File: src/rtl/lsr_pkg.sv
// Shared types and constants of the line span rasteriser.
package lsr_pkg;

    localparam int COORD_BITS     = 12;
    localparam int FIELD_BITS     = 11;
    localparam int COLOR_BITS     = 16;
    localparam int CFG_INDEX_BITS = 1;
    // internal signed width: room for any coordinate, any limit and one step past the end
    localparam int WIDE_BITS      = ((COORD_BITS > FIELD_BITS) ? COORD_BITS : FIELD_BITS) + 2;

    localparam logic [FIELD_BITS-1:0] WIDTH_RESET  = FIELD_BITS'(320);
    localparam logic [FIELD_BITS-1:0] HEIGHT_RESET = FIELD_BITS'(480);

    typedef logic signed [COORD_BITS-1:0] coord_t;
    typedef logic signed [WIDE_BITS-1:0]  wide_t;
    typedef logic [FIELD_BITS-1:0]        field_t;
    typedef logic [COLOR_BITS-1:0]        color_t;

    typedef enum logic {
        CMD_LOAD = 1'b0,
        CMD_STEP = 1'b1
    } cmd_t;

    typedef enum logic [CFG_INDEX_BITS-1:0] {
        REG_SCREEN_WIDTH  = 1'b0,
        REG_SCREEN_HEIGHT = 1'b1
    } cfg_reg_t;

    typedef struct packed {
        field_t span_x;
        field_t span_y;
        field_t span_length;
        logic   span_vertical;
        color_t span_color;
        logic   line_done;
    } span_t;

endpackage

File: src/rtl/lsr_engine.sv
// Line state, load setup, Bresenham step and span clipping.
module lsr_engine import lsr_pkg::*; (
    input  logic                      aclk,
    input  logic                      aresetn,
    input  logic                      item_accept,
    input  logic                      command,
    input  coord_t                    start_x,
    input  coord_t                    start_y,
    input  coord_t                    end_x,
    input  coord_t                    end_y,
    input  color_t                    line_color,
    input  logic                      cfg_write,
    input  logic [CFG_INDEX_BITS-1:0] cfg_index,
    input  field_t                    cfg_data,
    output logic                      span_valid,
    output span_t                     span
);

    field_t width_reg, width_next;
    field_t height_reg, height_next;
    logic   active_reg, active_next;
    logic   steep_reg, steep_next;
    wide_t  major_pos_reg, major_pos_next;
    wide_t  major_end_reg, major_end_next;
    wide_t  minor_pos_reg, minor_pos_next;
    wide_t  run_start_reg, run_start_next;
    wide_t  error_reg, error_next;
    wide_t  delta_major_reg, delta_major_next;
    wide_t  delta_minor_reg, delta_minor_next;
    logic   step_down_reg, step_down_next;
    color_t color_reg, color_next;

    wide_t  w, h;
    wide_t  ax, ay, bx, by;
    wide_t  axc, ayc, bxc, byc;
    wide_t  dx, dy;
    wide_t  pa, pb, qa, qb;
    logic   reject, steep;
    wide_t  e1;
    logic   last, change;

    logic   req;
    logic   req_vert;
    logic   req_done;
    wide_t  req_col, req_row, req_len;
    color_t req_color;
    wide_t  limit;
    wide_t  len_clip;

    always_comb begin
        w = {{(WIDE_BITS-FIELD_BITS){1'b0}}, width_reg};
        h = {{(WIDE_BITS-FIELD_BITS){1'b0}}, height_reg};

        ax = wide_t'(start_x);
        ay = wide_t'(start_y);
        bx = wide_t'(end_x);
        by = wide_t'(end_y);
        reject = (ay < 0 && by < 0) || (ay > h && by > h) ||
                 (ax < 0 && bx < 0) || (ax > w && bx > w);
        axc = (ax < 0) ? '0 : ax;
        ayc = (ay < 0) ? '0 : ay;
        bxc = (bx < 0) ? '0 : bx;
        byc = (by < 0) ? '0 : by;
        dx = (axc > bxc) ? axc - bxc : bxc - axc;
        dy = (ayc > byc) ? ayc - byc : byc - ayc;
        steep = dy > dx;
        if (steep) begin
            pa = ayc; qa = axc; pb = byc; qb = bxc;
        end else begin
            pa = axc; qa = ayc; pb = bxc; qb = byc;
        end
        if (pa > pb) begin
            pa = steep ? byc : bxc;
            pb = steep ? ayc : axc;
            qa = steep ? bxc : byc;
            qb = steep ? axc : ayc;
        end

        last   = major_pos_reg >= major_end_reg;
        e1     = error_reg - delta_minor_reg;
        change = e1 < 0;

        width_next       = width_reg;
        height_next      = height_reg;
        active_next      = active_reg;
        steep_next       = steep_reg;
        major_pos_next   = major_pos_reg;
        major_end_next   = major_end_reg;
        minor_pos_next   = minor_pos_reg;
        run_start_next   = run_start_reg;
        error_next       = error_reg;
        delta_major_next = delta_major_reg;
        delta_minor_next = delta_minor_reg;
        step_down_next   = step_down_reg;
        color_next       = color_reg;

        req       = 1'b0;
        req_vert  = 1'b0;
        req_done  = 1'b1;
        req_col   = '0;
        req_row   = '0;
        req_len   = '0;
        req_color = color_reg;

        if (cfg_write) begin
            case (cfg_index)
                REG_SCREEN_WIDTH:  width_next  = cfg_data;
                REG_SCREEN_HEIGHT: height_next = cfg_data;
                default: ;
            endcase
        end

        if (item_accept) begin
            if (command == CMD_LOAD) begin
                active_next = 1'b0;
                color_next  = line_color;
                req_color   = line_color;
                if (!reject) begin
                    if (ayc == byc) begin
                        req     = 1'b1;
                        req_col = (axc < bxc) ? axc : bxc;
                        req_row = ayc;
                        req_len = dx + wide_t'(1);
                    end else if (axc == bxc) begin
                        req      = 1'b1;
                        req_vert = 1'b1;
                        req_col  = axc;
                        req_row  = (ayc < byc) ? ayc : byc;
                        req_len  = dy + wide_t'(1);
                    end else begin
                        active_next      = 1'b1;
                        steep_next       = steep;
                        major_pos_next   = pa;
                        major_end_next   = pb;
                        minor_pos_next   = qa;
                        run_start_next   = pa;
                        delta_major_next = pb - pa;
                        delta_minor_next = (qa > qb) ? qa - qb : qb - qa;
                        error_next       = (pb - pa) >>> 1;
                        step_down_next   = !(qa < qb);
                    end
                end
            end else if (active_reg) begin
                // close the run on a minor change, or flush it at the end of the line
                req      = change || (last && major_pos_reg >= run_start_reg);
                req_vert = steep_reg;
                req_done = last;
                req_len  = major_pos_reg - run_start_reg + wide_t'(1);
                req_col  = steep_reg ? minor_pos_reg : run_start_reg;
                req_row  = steep_reg ? run_start_reg : minor_pos_reg;
                if (change) begin
                    error_next     = e1 + delta_major_reg;
                    run_start_next = major_pos_reg + wide_t'(1);
                    minor_pos_next = step_down_reg ? minor_pos_reg - wide_t'(1)
                                                   : minor_pos_reg + wide_t'(1);
                end else begin
                    error_next = e1;
                end
                major_pos_next = major_pos_reg + wide_t'(1);
                if (last) begin
                    active_next = 1'b0;
                end
            end
        end

        limit    = req_vert ? h - req_row : w - req_col;
        len_clip = (req_len > limit) ? limit : req_len;

        span_valid         = req && req_col < w && req_row < h && req_len >= wide_t'(1);
        span.span_x        = req_col[FIELD_BITS-1:0];
        span.span_y        = req_row[FIELD_BITS-1:0];
        span.span_length   = len_clip[FIELD_BITS-1:0];
        span.span_vertical = req_vert;
        span.span_color    = req_color;
        span.line_done     = req_done;
    end

    always_ff @(posedge aclk) begin
        if (!aresetn) begin
            width_reg  <= WIDTH_RESET;
            height_reg <= HEIGHT_RESET;
            active_reg <= 1'b0;
        end else begin
            width_reg  <= width_next;
            height_reg <= height_next;
            active_reg <= active_next;
        end
    end

    always_ff @(posedge aclk) begin
        steep_reg       <= steep_next;
        major_pos_reg   <= major_pos_next;
        major_end_reg   <= major_end_next;
        minor_pos_reg   <= minor_pos_next;
        run_start_reg   <= run_start_next;
        error_reg       <= error_next;
        delta_major_reg <= delta_major_next;
        delta_minor_reg <= delta_minor_next;
        step_down_reg   <= step_down_next;
        color_reg       <= color_next;
    end

endmodule

File: src/rtl/lsr_out_stage.sv
// Result register with a skid entry, decoupling the result channel from the input side.
module lsr_out_stage import lsr_pkg::*; (
    input  logic  aclk,
    input  logic  aresetn,
    input  logic  in_valid,
    input  span_t in_span,
    output logic  in_ready,
    output logic  out_valid,
    output span_t out_span,
    input  logic  out_ready
);

    logic  main_valid_reg, main_valid_next;
    logic  skid_valid_reg, skid_valid_next;
    span_t main_reg, main_next;
    span_t skid_reg, skid_next;

    assign in_ready  = !skid_valid_reg;
    assign out_valid = main_valid_reg;
    assign out_span  = main_reg;

    always_comb begin
        main_valid_next = main_valid_reg;
        skid_valid_next = skid_valid_reg;
        main_next       = main_reg;
        skid_next       = skid_reg;
        if (out_ready || !main_valid_reg) begin
            if (skid_valid_reg) begin
                // drain the skid entry first
                main_valid_next = 1'b1;
                main_next       = skid_reg;
                skid_valid_next = 1'b0;
            end else begin
                main_valid_next = in_valid;
                main_next       = in_span;
            end
        end else if (in_valid) begin
            // hold the new item while the receiver stalls
            skid_valid_next = 1'b1;
            skid_next       = in_span;
        end
    end

    always_ff @(posedge aclk) begin
        if (!aresetn) begin
            main_valid_reg <= 1'b0;
            skid_valid_reg <= 1'b0;
        end else begin
            main_valid_reg <= main_valid_next;
            skid_valid_reg <= skid_valid_next;
        end
    end

    always_ff @(posedge aclk) begin
        main_reg <= main_next;
        skid_reg <= skid_next;
    end

endmodule

File: src/rtl/line_span_rasterizer_unit.sv
// Line span rasteriser: breaks lines into clipped horizontal or vertical spans.
//
// Input channel (s_*): a load item (command 0) takes two endpoints and a colour;
// a step item (command 1) advances the current line by one major-axis position.
// Result channel (m_*): at most one span per item, marked line_done on the last
// span of a line. Config channel (cfg_*), always ready: index 0 writes the screen
// width, index 1 the height. It must be written by the user only while idle.
//
// The block does not enforce the idle rule. Throughput is one item per cycle
// while s_ready is high: the step and load logic update the line state registers
// in the cycle an item is accepted, and a span passes through the result register
// before m_valid; a setup load, a step inside a run or a clipped span gives none.
//
// When the receiver stalls, one further span is kept in a skid entry and s_ready
// drops until it drains, so no span is lost.
// Reset sets width 320 and height 480, clears any line in progress and empties
// the result register.
module line_span_rasterizer_unit import lsr_pkg::*; (
    input  logic                      aclk,
    input  logic                      aresetn,
    input  logic                      s_valid,
    output logic                      s_ready,
    input  logic                      s_command,
    input  coord_t                    s_start_x,
    input  coord_t                    s_start_y,
    input  coord_t                    s_end_x,
    input  coord_t                    s_end_y,
    input  color_t                    s_line_color,
    input  logic                      cfg_valid,
    output logic                      cfg_ready,
    input  logic [CFG_INDEX_BITS-1:0] cfg_index,
    input  field_t                    cfg_data,
    output logic                      m_valid,
    input  logic                      m_ready,
    output field_t                    m_span_x,
    output field_t                    m_span_y,
    output field_t                    m_span_length,
    output logic                      m_span_vertical,
    output color_t                    m_span_color,
    output logic                      m_line_done
);

    logic  span_valid;
    span_t span;
    span_t out_span;
    logic  item_accept;

    assign cfg_ready   = 1'b1;
    assign item_accept = s_valid && s_ready;

    lsr_engine u_engine (
        .aclk        (aclk),
        .aresetn     (aresetn),
        .item_accept (item_accept),
        .command     (s_command),
        .start_x     (s_start_x),
        .start_y     (s_start_y),
        .end_x       (s_end_x),
        .end_y       (s_end_y),
        .line_color  (s_line_color),
        .cfg_write   (cfg_valid && cfg_ready),
        .cfg_index   (cfg_index),
        .cfg_data    (cfg_data),
        .span_valid  (span_valid),
        .span        (span)
    );

    lsr_out_stage u_out (
        .aclk      (aclk),
        .aresetn   (aresetn),
        .in_valid  (span_valid),
        .in_span   (span),
        .in_ready  (s_ready),
        .out_valid (m_valid),
        .out_span  (out_span),
        .out_ready (m_ready)
    );

    assign m_span_x        = out_span.span_x;
    assign m_span_y        = out_span.span_y;
    assign m_span_length   = out_span.span_length;
    assign m_span_vertical = out_span.span_vertical;
    assign m_span_color    = out_span.span_color;
    assign m_line_done     = out_span.line_done;

endmodule

File: config.mk
export PLATFORM = sky130hd
export DESIGN_NAME = line_span_rasterizer_unit
export DESIGN_NICKNAME = d
export VERILOG_FILES = /design/src/rtl/lsr_pkg.sv /design/src/rtl/lsr_engine.sv /design/src/rtl/lsr_out_stage.sv /design/src/rtl/line_span_rasterizer_unit.sv
export SDC_FILE = /design/constraint.sdc
export NUM_CORES = 1
export LEC_CHECK = 0
export BUFFER_PORTS_ARGS = -buffer_cell sky130_fd_sc_hd__buf_2
export CAP_MARGIN = 20
export CORE_ASPECT_RATIO = 1.2
export CORE_MARGIN = 3
export CORE_UTILIZATION = 40
export CTS_CLUSTER_DIAMETER = 40
export CTS_CLUSTER_SIZE = 12
export DETAILED_ROUTE_END_ITERATION = 8
export HOLD_SLACK_MARGIN = 0.12
export PLACE_DENSITY = 0.64
export SYNTH_ARGS = -nofsm -noshare
export SYNTH_HDL_FRONTEND = slang
export SYNTH_SLANG_ARGS = --single-unit
File: constraint.sdc
create_clock -name aclk -period 16 [get_ports aclk]
set_clock_uncertainty 0.05 [all_clocks]
set_input_delay 1.6 -clock aclk [delete_from_list [all_inputs] [get_ports aclk]]
set_output_delay 1.6 -clock aclk [all_outputs]
set_load 0.05 [all_outputs]
==> impl_results.md, run 1 <==
- Largest stage delay, worst path: 810 ps
- Clock power frac: 0.133
- P per Cell Area: 249 mW/mm2
- Synthesized area per cell: 8.40 um2
- Tmin final: 14780 ps
- Crit path max fanout: 28
- Maxcap violations: 0
- Sw Ratio: 0.509
- Initial antenna violation count: 1
- Vias/cell: 5.95
- RePlAce Congestion: 1.01
- Post-synth top area share: 0.262
- Max H-tree Level: 2
- Main flop type after synthesis: edfxtp_1
- Clock Path Buffers: 3
- Sequential fraction of design power: 0.165
- Endpoint of the worst hold path: u_engine.color_reg[0]
- Layout cell share with drive strength beyond 1: 0.120
- Maximum vdd drop: about 0.25 mV
- Yosys cell types: 97
- Hold crit path type: reg2reg
- First-pass GRT wire length: roughly 130000 um
- ANT nets after route: 0
- Die Y: ~270 um
- Cts hold-fix bufs: 0
- Worst-path clk slew: around 50 ps
- First drt pass iteration count: 6
- Setup WS post-layout: 1220 ps
- CTS root buf: clkbuf_16
- Avg WL per Cell: roughly 25 um
- Synthesized flop and latch total: 240
- Cell area after synthesis: about 0.023 mm2
- CP Launch Point: s_start_y[11]
- Initial Util: 0.405
- I/O pins: between 100 and 150
- Hold Path Origin: u_engine.color_reg[0]
- Detailed Place HPWL: roughly 70000 um
- Total CTS buffers: 39
- Leak: 11.1 nW
- Gates resized, CTS repair: 0
- Crit share post-route: 0.924
- # clock sinks: 240
- Setup violators final: 0
- R2r startpoint: u_engine.width_reg[1]
- WL final: roughly 88000 um
- GRT Total Usage: 0.288
- Residual DRC: 0
- Commonest non-fill, non-tap cells in the layout: nand2_1, ha_1, inv_1
- Cell count of the worst reg-to-reg path: 39
- Gr ovfl total: 0
- CP arrival: 15030 ps
- Synth Instances: approximately 2700
- Combinational Power Share: 0.701
- Critical path startpoint category: input port
- Final hold violations: 0
- Worst-Margin Slew: 1190 ps
- IO Port Bufs: approximately 130
- Core area: 0.0562 mm2
- Top cell type by total area after synthesis: edfxtp_1
- Area grow syn2layout: 12.2%
- Vias: 21213
- Crit end category: register
- Max_slew headroom: 0.198
- Std-Cell Rows: 95
- TNS Setup: 0 ps
- Worst Hold Depth: 2
- CTS tree: built
- Worst Setup Path Type: in2reg
- Yosys warning total: 0
- Commonest non-fill, non-tap cell in the layout: nand2_1
- Largest net degree at the start of global routing: 55
- Nets: 3150
- DR iter-0 viols: 1766
- Status: completed
- Post-synth EDFFs: 199
- RSZ-0062 raised after global routing: false
- Total Die Area: 0.0599 mm2
- Setup bufs post-CTS: 0
- Worst path slowest cell: o21ai_0
- Finished layout cell area: 0.0256 mm2
- Ys async rst share: 0
- Vias in the first global route: 20679
- Die width: 224 um
- Placed instance area: 0.0242 mm2
- Max Clock Freq: 67.7 MHz
- RR Endpoint: u_out.out_span[18]
- Psw: roughly 3.2 mW
- Synth area leaders: edfxtp_1, ha_1, nand2_1, a21oi_1, inv_1
- Final Max Tran Viols: 0
- Synthesized Nets: 3054
- Clock Latency Late Sink: 570 ps
- CP dominant cell by count: a21oi_1
- Int Power: 3.13 mW
- Place WS: 1080 ps
- Seq/Total Area, Yosys: 0.298
- Worst path required time: roughly 16000 ps
- Worst R2R Setup Slack: 6740 ps
## cell type report
| type | count | area, um2 |
|---|---|---|
| diodes | 1 | 2.50 |
| clock buffers | 42 | 997 |
| clock inverters | 29 | 335 |
| fillers | 5502 | 30700 |
| inverters | 249 | 940 |
| multi-input cells | 2100 | 14600 |
| flip-flops and latches | 240 | 6800 |
| well taps | 727 | 910 |
| repair buffers | 178 | 1010 |
## per-layer routing
| layer | GRT usage | part of all wire | wire, um | up-vias |
|---|---|---|---|---|
| met5 | 0 | 0 | 0 | - |
| met4 | 0.149 | 0.059 | 5250 | 0 |
| met3 | 0.0360 | 0.054 | 4810 | 212 |
| met2 | 0.492 | 0.47 | 42000 | 836 |
| met1 | 0.359 | 0.41 | 36400 | 10227 |
| li1 | - | - | - | 9938 |
## power groups by stage
stage          Sequential (mW)  Clock, mW  Combinational (mW)
6_report                  1.05      0.850                4.47
4_1_cts                   1.05      0.869                4.44
5_1_grt                   1.06      0.892                4.87
3_5_place_dp              1.06          0                4.39
2_1_floorplan             1.11          0                3.09
3_3_place_gp              1.06          0                4.37
## cells by family (layout without fill, tap and decap cells)
logic type / Yosys count / in the layout / share of synthesized area
xor gates and xnor gates: 134 / 134 / 0.0551
AOI/OAI and AO/OA: 769 / 769 / 0.217
muxes: 98 / 98 / 0.0453
adders and majority gates: 263 / 263 / 0.150
buffers and inverters: 372 / 498 / 0.0643
DFF: 240 / 240 / 0.298
other: 1 / 2 / 0.000165
and+or+nand+nor: 835 / 835 / 0.170
## worst max-delay path by stage
stage	to	slack (ps)	cells after the start
after floorplan	u_engine.delta_minor_reg[9]	2800	55
after global placement	u_engine.delta_minor_reg[10]	1290	47
after detailed placement	u_engine.delta_minor_reg[10]	1080	48
after CTS	u_engine.delta_minor_reg[10]	1600	48
after global routing	u_engine.delta_minor_reg[10]	200	47
final	u_engine.delta_minor_reg[10]	1220	48
## worst max-delay path: cells and delay by family
kind                     cells  cell delay (ps)
AO/OA/AOI/OAI               29             6720
adder cells (fa/ha/maj)      4             1520
buffers and inverters        2              570
AND/OR/NAND/NOR             11             3780
multiplexers                 2              810
## cell usage after synthesis (44+ instances only)
| library cell | n |
|---|---|
| ha_1 | 242 |
| nand3_1 | 46 |
| a21oi_1 | 211 |
| nand2_1 | 347 |
| edfxtp_1 | 199 |
| nor2_1 | 188 |
| a211oi_1 | 44 |
| clkbuf_1 | 78 |
| o21ai_0 | 180 |
| xnor2_1 | 83 |
| mux2i_1 | 58 |
| inv_1 | 240 |
| nor3_1 | 44 |
| nor2b_1 | 45 |
## stage by stage
stage | utilization | hold slack, ps | power (mW) | std cells
after floorplan | - | 379 | 4.20 | 2712
after global placement | 0.431 | 393 | 5.43 | 3494
after detailed placement | 0.431 | 404 | 5.46 | 3494
after CTS | 0.455 | 418 | 6.36 | 3565
after global routing | 0.455 | 438 | 6.83 | 3565
final | 0.455 | 418 | 6.37 | 3566
No activity file was read; power rests on OpenSTA's default activity.
==> run 2, diff against run 1 <==
Clock period 16 ns to 17.9 ns, I/O delays scaled along.
==> impl_results.md, run 2 (same netlist as run 1, synthesis figures left out) <==
- Int Power: between 2 and 3 mW
- Vias/cell: about 5.9
- Clock Path Buffers: 3
- Sequential fraction of design power: 0.163
- Die Y: 267 um
- Leak: about 11 nW
- Max_slew headroom: 0.259
- Layout cell share with drive strength beyond 1: 0.119
- Worst R2R Setup Slack: 8620 ps
- CP Launch Point: s_start_y[11]
- Std-Cell Rows: 95
- RePlAce Congestion: 1.02
- Setup bufs post-CTS: 0
- P per Cell Area: 225 mW/mm2
- Largest net degree at the start of global routing: 55
- Gr ovfl total: 0
- First-pass GRT wire length: between 100000 and 150000 um
- Detailed Place HPWL: 69600 um
- Worst path slowest cell: o21ai_0
- Combinational Power Share: 0.691
- CTS root buf: clkbuf_16
- Psw: 2.93 mW
- Clock power frac: 0.146
- Crit share post-route: 0.860
- Final cell count without fillers: 3564
- CP dominant cell by count: a21oi_1
- I/O pins: 136
- Final Max Tran Viols: 0
- ANT nets after route: 0
- WL final: about 87000 um
- Largest stage delay, worst path: 840 ps
- Gates resized, CTS repair: 0
- Tmin final: between 15000 and 20000 ps
- GRT Total Usage: 0.284
- Max Clock Freq: around 65 MHz
- Avg WL per Cell: between 20 and 25 um
- CP arrival: 15670 ps
- Nets: 3144
- Initial antenna violation count: 1
- Residual DRC: 0
- Maximum vdd drop: roughly 0.26 mV
- Worst-path clk slew: 50 ps
- Area grow syn2layout: 12.5%
- Status: completed
- Hold Path Origin: u_engine.color_reg[3]
- Cts hold-fix bufs: 0
- Critical path startpoint category: input port
- Worst Setup Path Type: in2reg
- Commonest non-fill, non-tap cell in the layout: nand2_1
- Setup violators final: 0
- TNS Setup: 0 ps
- Sw Ratio: 0.508
- Initial Util: 0.405
- Die width: 224 um
- First drt pass iteration count: 5
- Hold crit path type: reg2reg
- Commonest non-fill, non-tap cells in the layout: nand2_1, ha_1, inv_1
- Total Die Area: roughly 0.06 mm2
- Maxcap violations: 0
- Vias in the first global route: 20811
- Crit path max fanout: 37
- Clock Latency Late Sink: just under 600 ps
- Core area: 0.0562 mm2
- Final hold violations: 0
- Cells after DPL: 3484
- Worst-Margin Slew: 1100 ps
- Total CTS buffers: 42
- IO Port Bufs: 134
- DR iter-0 viols: 1951
- Vias: 21125
- R2r startpoint: u_engine.width_reg[1]
- # clock sinks: 240
- Worst path required time: 18180 ps
- Hold slack: 419 ps
- CTS tree: built
- RSZ-0062 raised after global routing: false
- Crit end category: register
- Max H-tree Level: 2
## run 2: cell count changes in the layout (fill, tap and decap cells not counted), moves of 2 or more
cell | previous run | this run
buf_4 | 43 | 34
clkbuf_1 | 2 | 0
inv_6 | 6 | 9
clkbuf_16 | 39 | 42
clkinv_1 | 2 | 4
bufinv_16 | 3 | 5
## run 2: worst paths after layout
kind / depth (start not counted) / end
worst max-delay path: 48 / u_engine.delta_minor_reg[11]
worst min-delay path: 2 / u_engine.color_reg[3]
worst min register to register: 2 / u_engine.color_reg[3]
worst max register to register: 40 / u_out.out_span[18]
## run 2: cell type report
cell class | instances | area (um2)
diodes | 1 | 2.50
flip-flops and latches | 240 | 6800
clock buffers | 42 | 1050
repair buffers | 169 | 933
multi-input cells | 2100 | 14600
fillers | 5537 | 30600
clock inverters | 36 | 430
inverters | 249 | 940
well taps | 727 | 910
## run 2: metrics by stage
stage / area (um2) / power, mW / util / setup slack [ps]
floorplan: 22800 / 3.76 / - / 4510
global placement: 24100 / 4.80 / 0.429 / 2740
detailed placement: 24100 / 4.84 / 0.429 / 2340
CTS: 25600 / 5.73 / 0.456 / 2860
global route: 25600 / 6.18 / 0.456 / 1690
finish: 25600 / 5.76 / 0.456 / 2510
## run 2: critical path: cells and delay by family
family,cells,cell delay (ps)
compound gates,28,7690
simple gates,11,3030
fa+ha+maj,4,1630
buf+inv,4,1010
mux,1,450
## run 2: power groups by stage
stage               Sequential, mW  Combinational (mW)  Clock [mW]
floorplan                    0.989                2.77           0
global placement             0.948                3.85           0
detailed placement           0.950                3.89           0
CTS                          0.940                3.94       0.853
global route                 0.950                4.35       0.881
finish                       0.941                3.98       0.840
## run 2: layer usage
metal,routed length [um],vias up,part of all wire,global-route usage
met5,0,-,0,0
met4,5710,0,0.066,0.163
met3,5730,211,0.066,0.0463
met2,41100,838,0.47,0.481
met1,34400,10143,0.40,0.343
li1,-,9933,-,-
==> run 3, diff against run 2 <==
Settings changed: REMOVE_ABC_BUFFERS from default to 1.
==> impl_results.md, run 3 (same netlist as run 1, synthesis figures left out) <==
- Max Clock Freq: about 63 MHz
- Final hold violations: 0
- Sequential fraction of design power: 0.167
- Leak: 11.1 nW
- First drt pass iteration count: 6
- Nets: 3138
- Maxcap violations: 0
- Setup violators final: 0
- I/O pins: 136
- Max_slew headroom: 0.256
- Clock Latency Late Sink: 570 ps
- CTS root buf: clkbuf_16
- Cts hold-fix bufs: 0
- First-pass GRT wire length: 126000 um
- WL final: 85400 um
- Std-Cell Rows: 95
- Critical path startpoint category: input port
- Commonest non-fill, non-tap cell in the layout: nand2_1
- ANT nets after route: 0
- Area grow syn2layout: 11.9%
- Fill cells: about 5600
- Initial Util: 0.405
- Detailed Place HPWL: just under 70000 um
- Finished layout cell area: approximately 0.025 mm2
- Die width: 224 um
- Worst path required time: 18170 ps
- Vias/cell: 5.98
- Commonest non-fill, non-tap cells in the layout: nand2_1, ha_1, inv_1
- Initial antenna violation count: 0
- RSZ-0062 raised after global routing: false
- IO Port Bufs: between 100 and 150
- Vias in the first global route: about 20000
- Hold crit path type: reg2reg
- CP arrival: about 16000 ps
- Status: completed
- Max H-tree Level: 2
- Worst-Margin Slew: 1110 ps
- Placed instance area: 0.0241 mm2
- Crit path max fanout: between 50 and 60
- Sw Ratio: 0.507
- Maximum vdd drop: 0.244 mV
- P per Cell Area: 222 mW/mm2
- Crit share post-route: 0.886
- Worst Hold Depth: 2
- Clock Path Buffers: 3
- Residual DRC: 0
- Core area: about 0.056 mm2
- Combinational Power Share: 0.694
- Crit end category: register
- Gr ovfl total: 0
- Die Y: 267 um
- Vias: 21255
- Gates resized, CTS repair: 0
- Hold slack: 416 ps
- RePlAce Congestion: around 1.0
- Worst Setup Path Type: in2reg
- Worst path slowest cell: nand2_2
- TNS Setup: 0 ps
- CTS tree: built
- Total Die Area: about 0.060 mm2
- DR iter-0 viols: 1965
- Largest stage delay, worst path: 800 ps
- Total CTS buffers: 40
- Worst-path clk slew: 60 ps
- CP dominant cell by count: a21oi_1
- GRT Total Usage: 0.277
- Avg WL per Cell: between 20 and 25 um
- Clock power frac: 0.139
- Layout cell share with drive strength beyond 1: 0.116
- Tmin final: 15860 ps
- Final Max Tran Viols: 0
- Largest net degree at the start of global routing: between 50 and 60
- # clock sinks: 240
- Psw: 2.86 mW
- Setup bufs post-CTS: 0
- Int Power: 2.79 mW
- Final core utilization: 0.453
- Cell count of the worst reg-to-reg path: 37
run 3: changes by cell type in the layout (fill, tap and decap cells not counted), moves of 2 or more:
cell       previous run  this run
buf_4                34        29
bufinv_16             5         3
clkbuf_1              0         2
clkinv_1              4         2
clkinv_2              2         4
clkinv_4              8         4
inv_8                 3         5
run 3: metal layers:
metal,GRT usage,vias to the layer above,share of wire
met1,0.345,10231,0.41
li1,-,9908,-
met4,0.143,0,0.057
met5,0,-,0
met2,0.466,908,0.47
met3,0.0420,208,0.070
run 3: final cells by class:
cell class	instances	area [um2]	share of cell area
Timing Repair Buffer	165	915	0.0359
Sequential cell	240	6800	0.267
Clock buffer	43	1030	0.0405
Inverter	249	940	0.0369
Clock inverter	30	340	0.0134
Antenna cell	1	2.50	0.0000982
Multi-Input combinational cell	2100	14600	0.571
Tap cell	727	910	0.0357
run 3: worst max-delay path, delay by kind of cell:
family                   cells  cell delay [ps]
multiplexers                 1              460
AO/OA/AOI/OAI               27             6690
AND/OR/NAND/NOR             12             4070
adder cells (fa/ha/maj)      4             1810
buffers and inverters        4             1160
run 3: path summary, 6_finish.rpt:
check | from | end | slack, ps
worst max-delay path | s_start_y[11] | u_engine.delta_minor_reg[11] | 2040
worst min-delay path | u_engine.color_reg[15] | u_engine.color_reg[15] | 420
worst max register to register | u_engine.height_reg[1] | u_out.out_span[18] | 8490
worst min register to register | u_engine.color_reg[15] | u_engine.color_reg[15] | 420
run 3: power groups by stage:
stage | Sequential, mW | Clock [mW] | Combinational [mW]
after floorplan | 0.993 | 0 | 2.70
after global placement | 0.951 | 0 | 3.81
after detailed placement | 0.952 | 0 | 3.86
after CTS | 0.943 | 0.804 | 3.89
after global routing | 0.953 | 0.826 | 4.30
final | 0.942 | 0.787 | 3.92
run 3: metrics by stage:
| step | total power, mW | instances | setup WS (ps) |
|---|---|---|---|
| detailed placement | 4.81 | 3480 | 1900 |
| CTS | 5.64 | 3553 | 2470 |
| floorplan | 3.69 | 2589 | 2870 |
| global route | 6.08 | 3554 | 946 |
| finish | 5.65 | 3555 | 2040 |
| global placement | 4.76 | 3479 | 2310 |
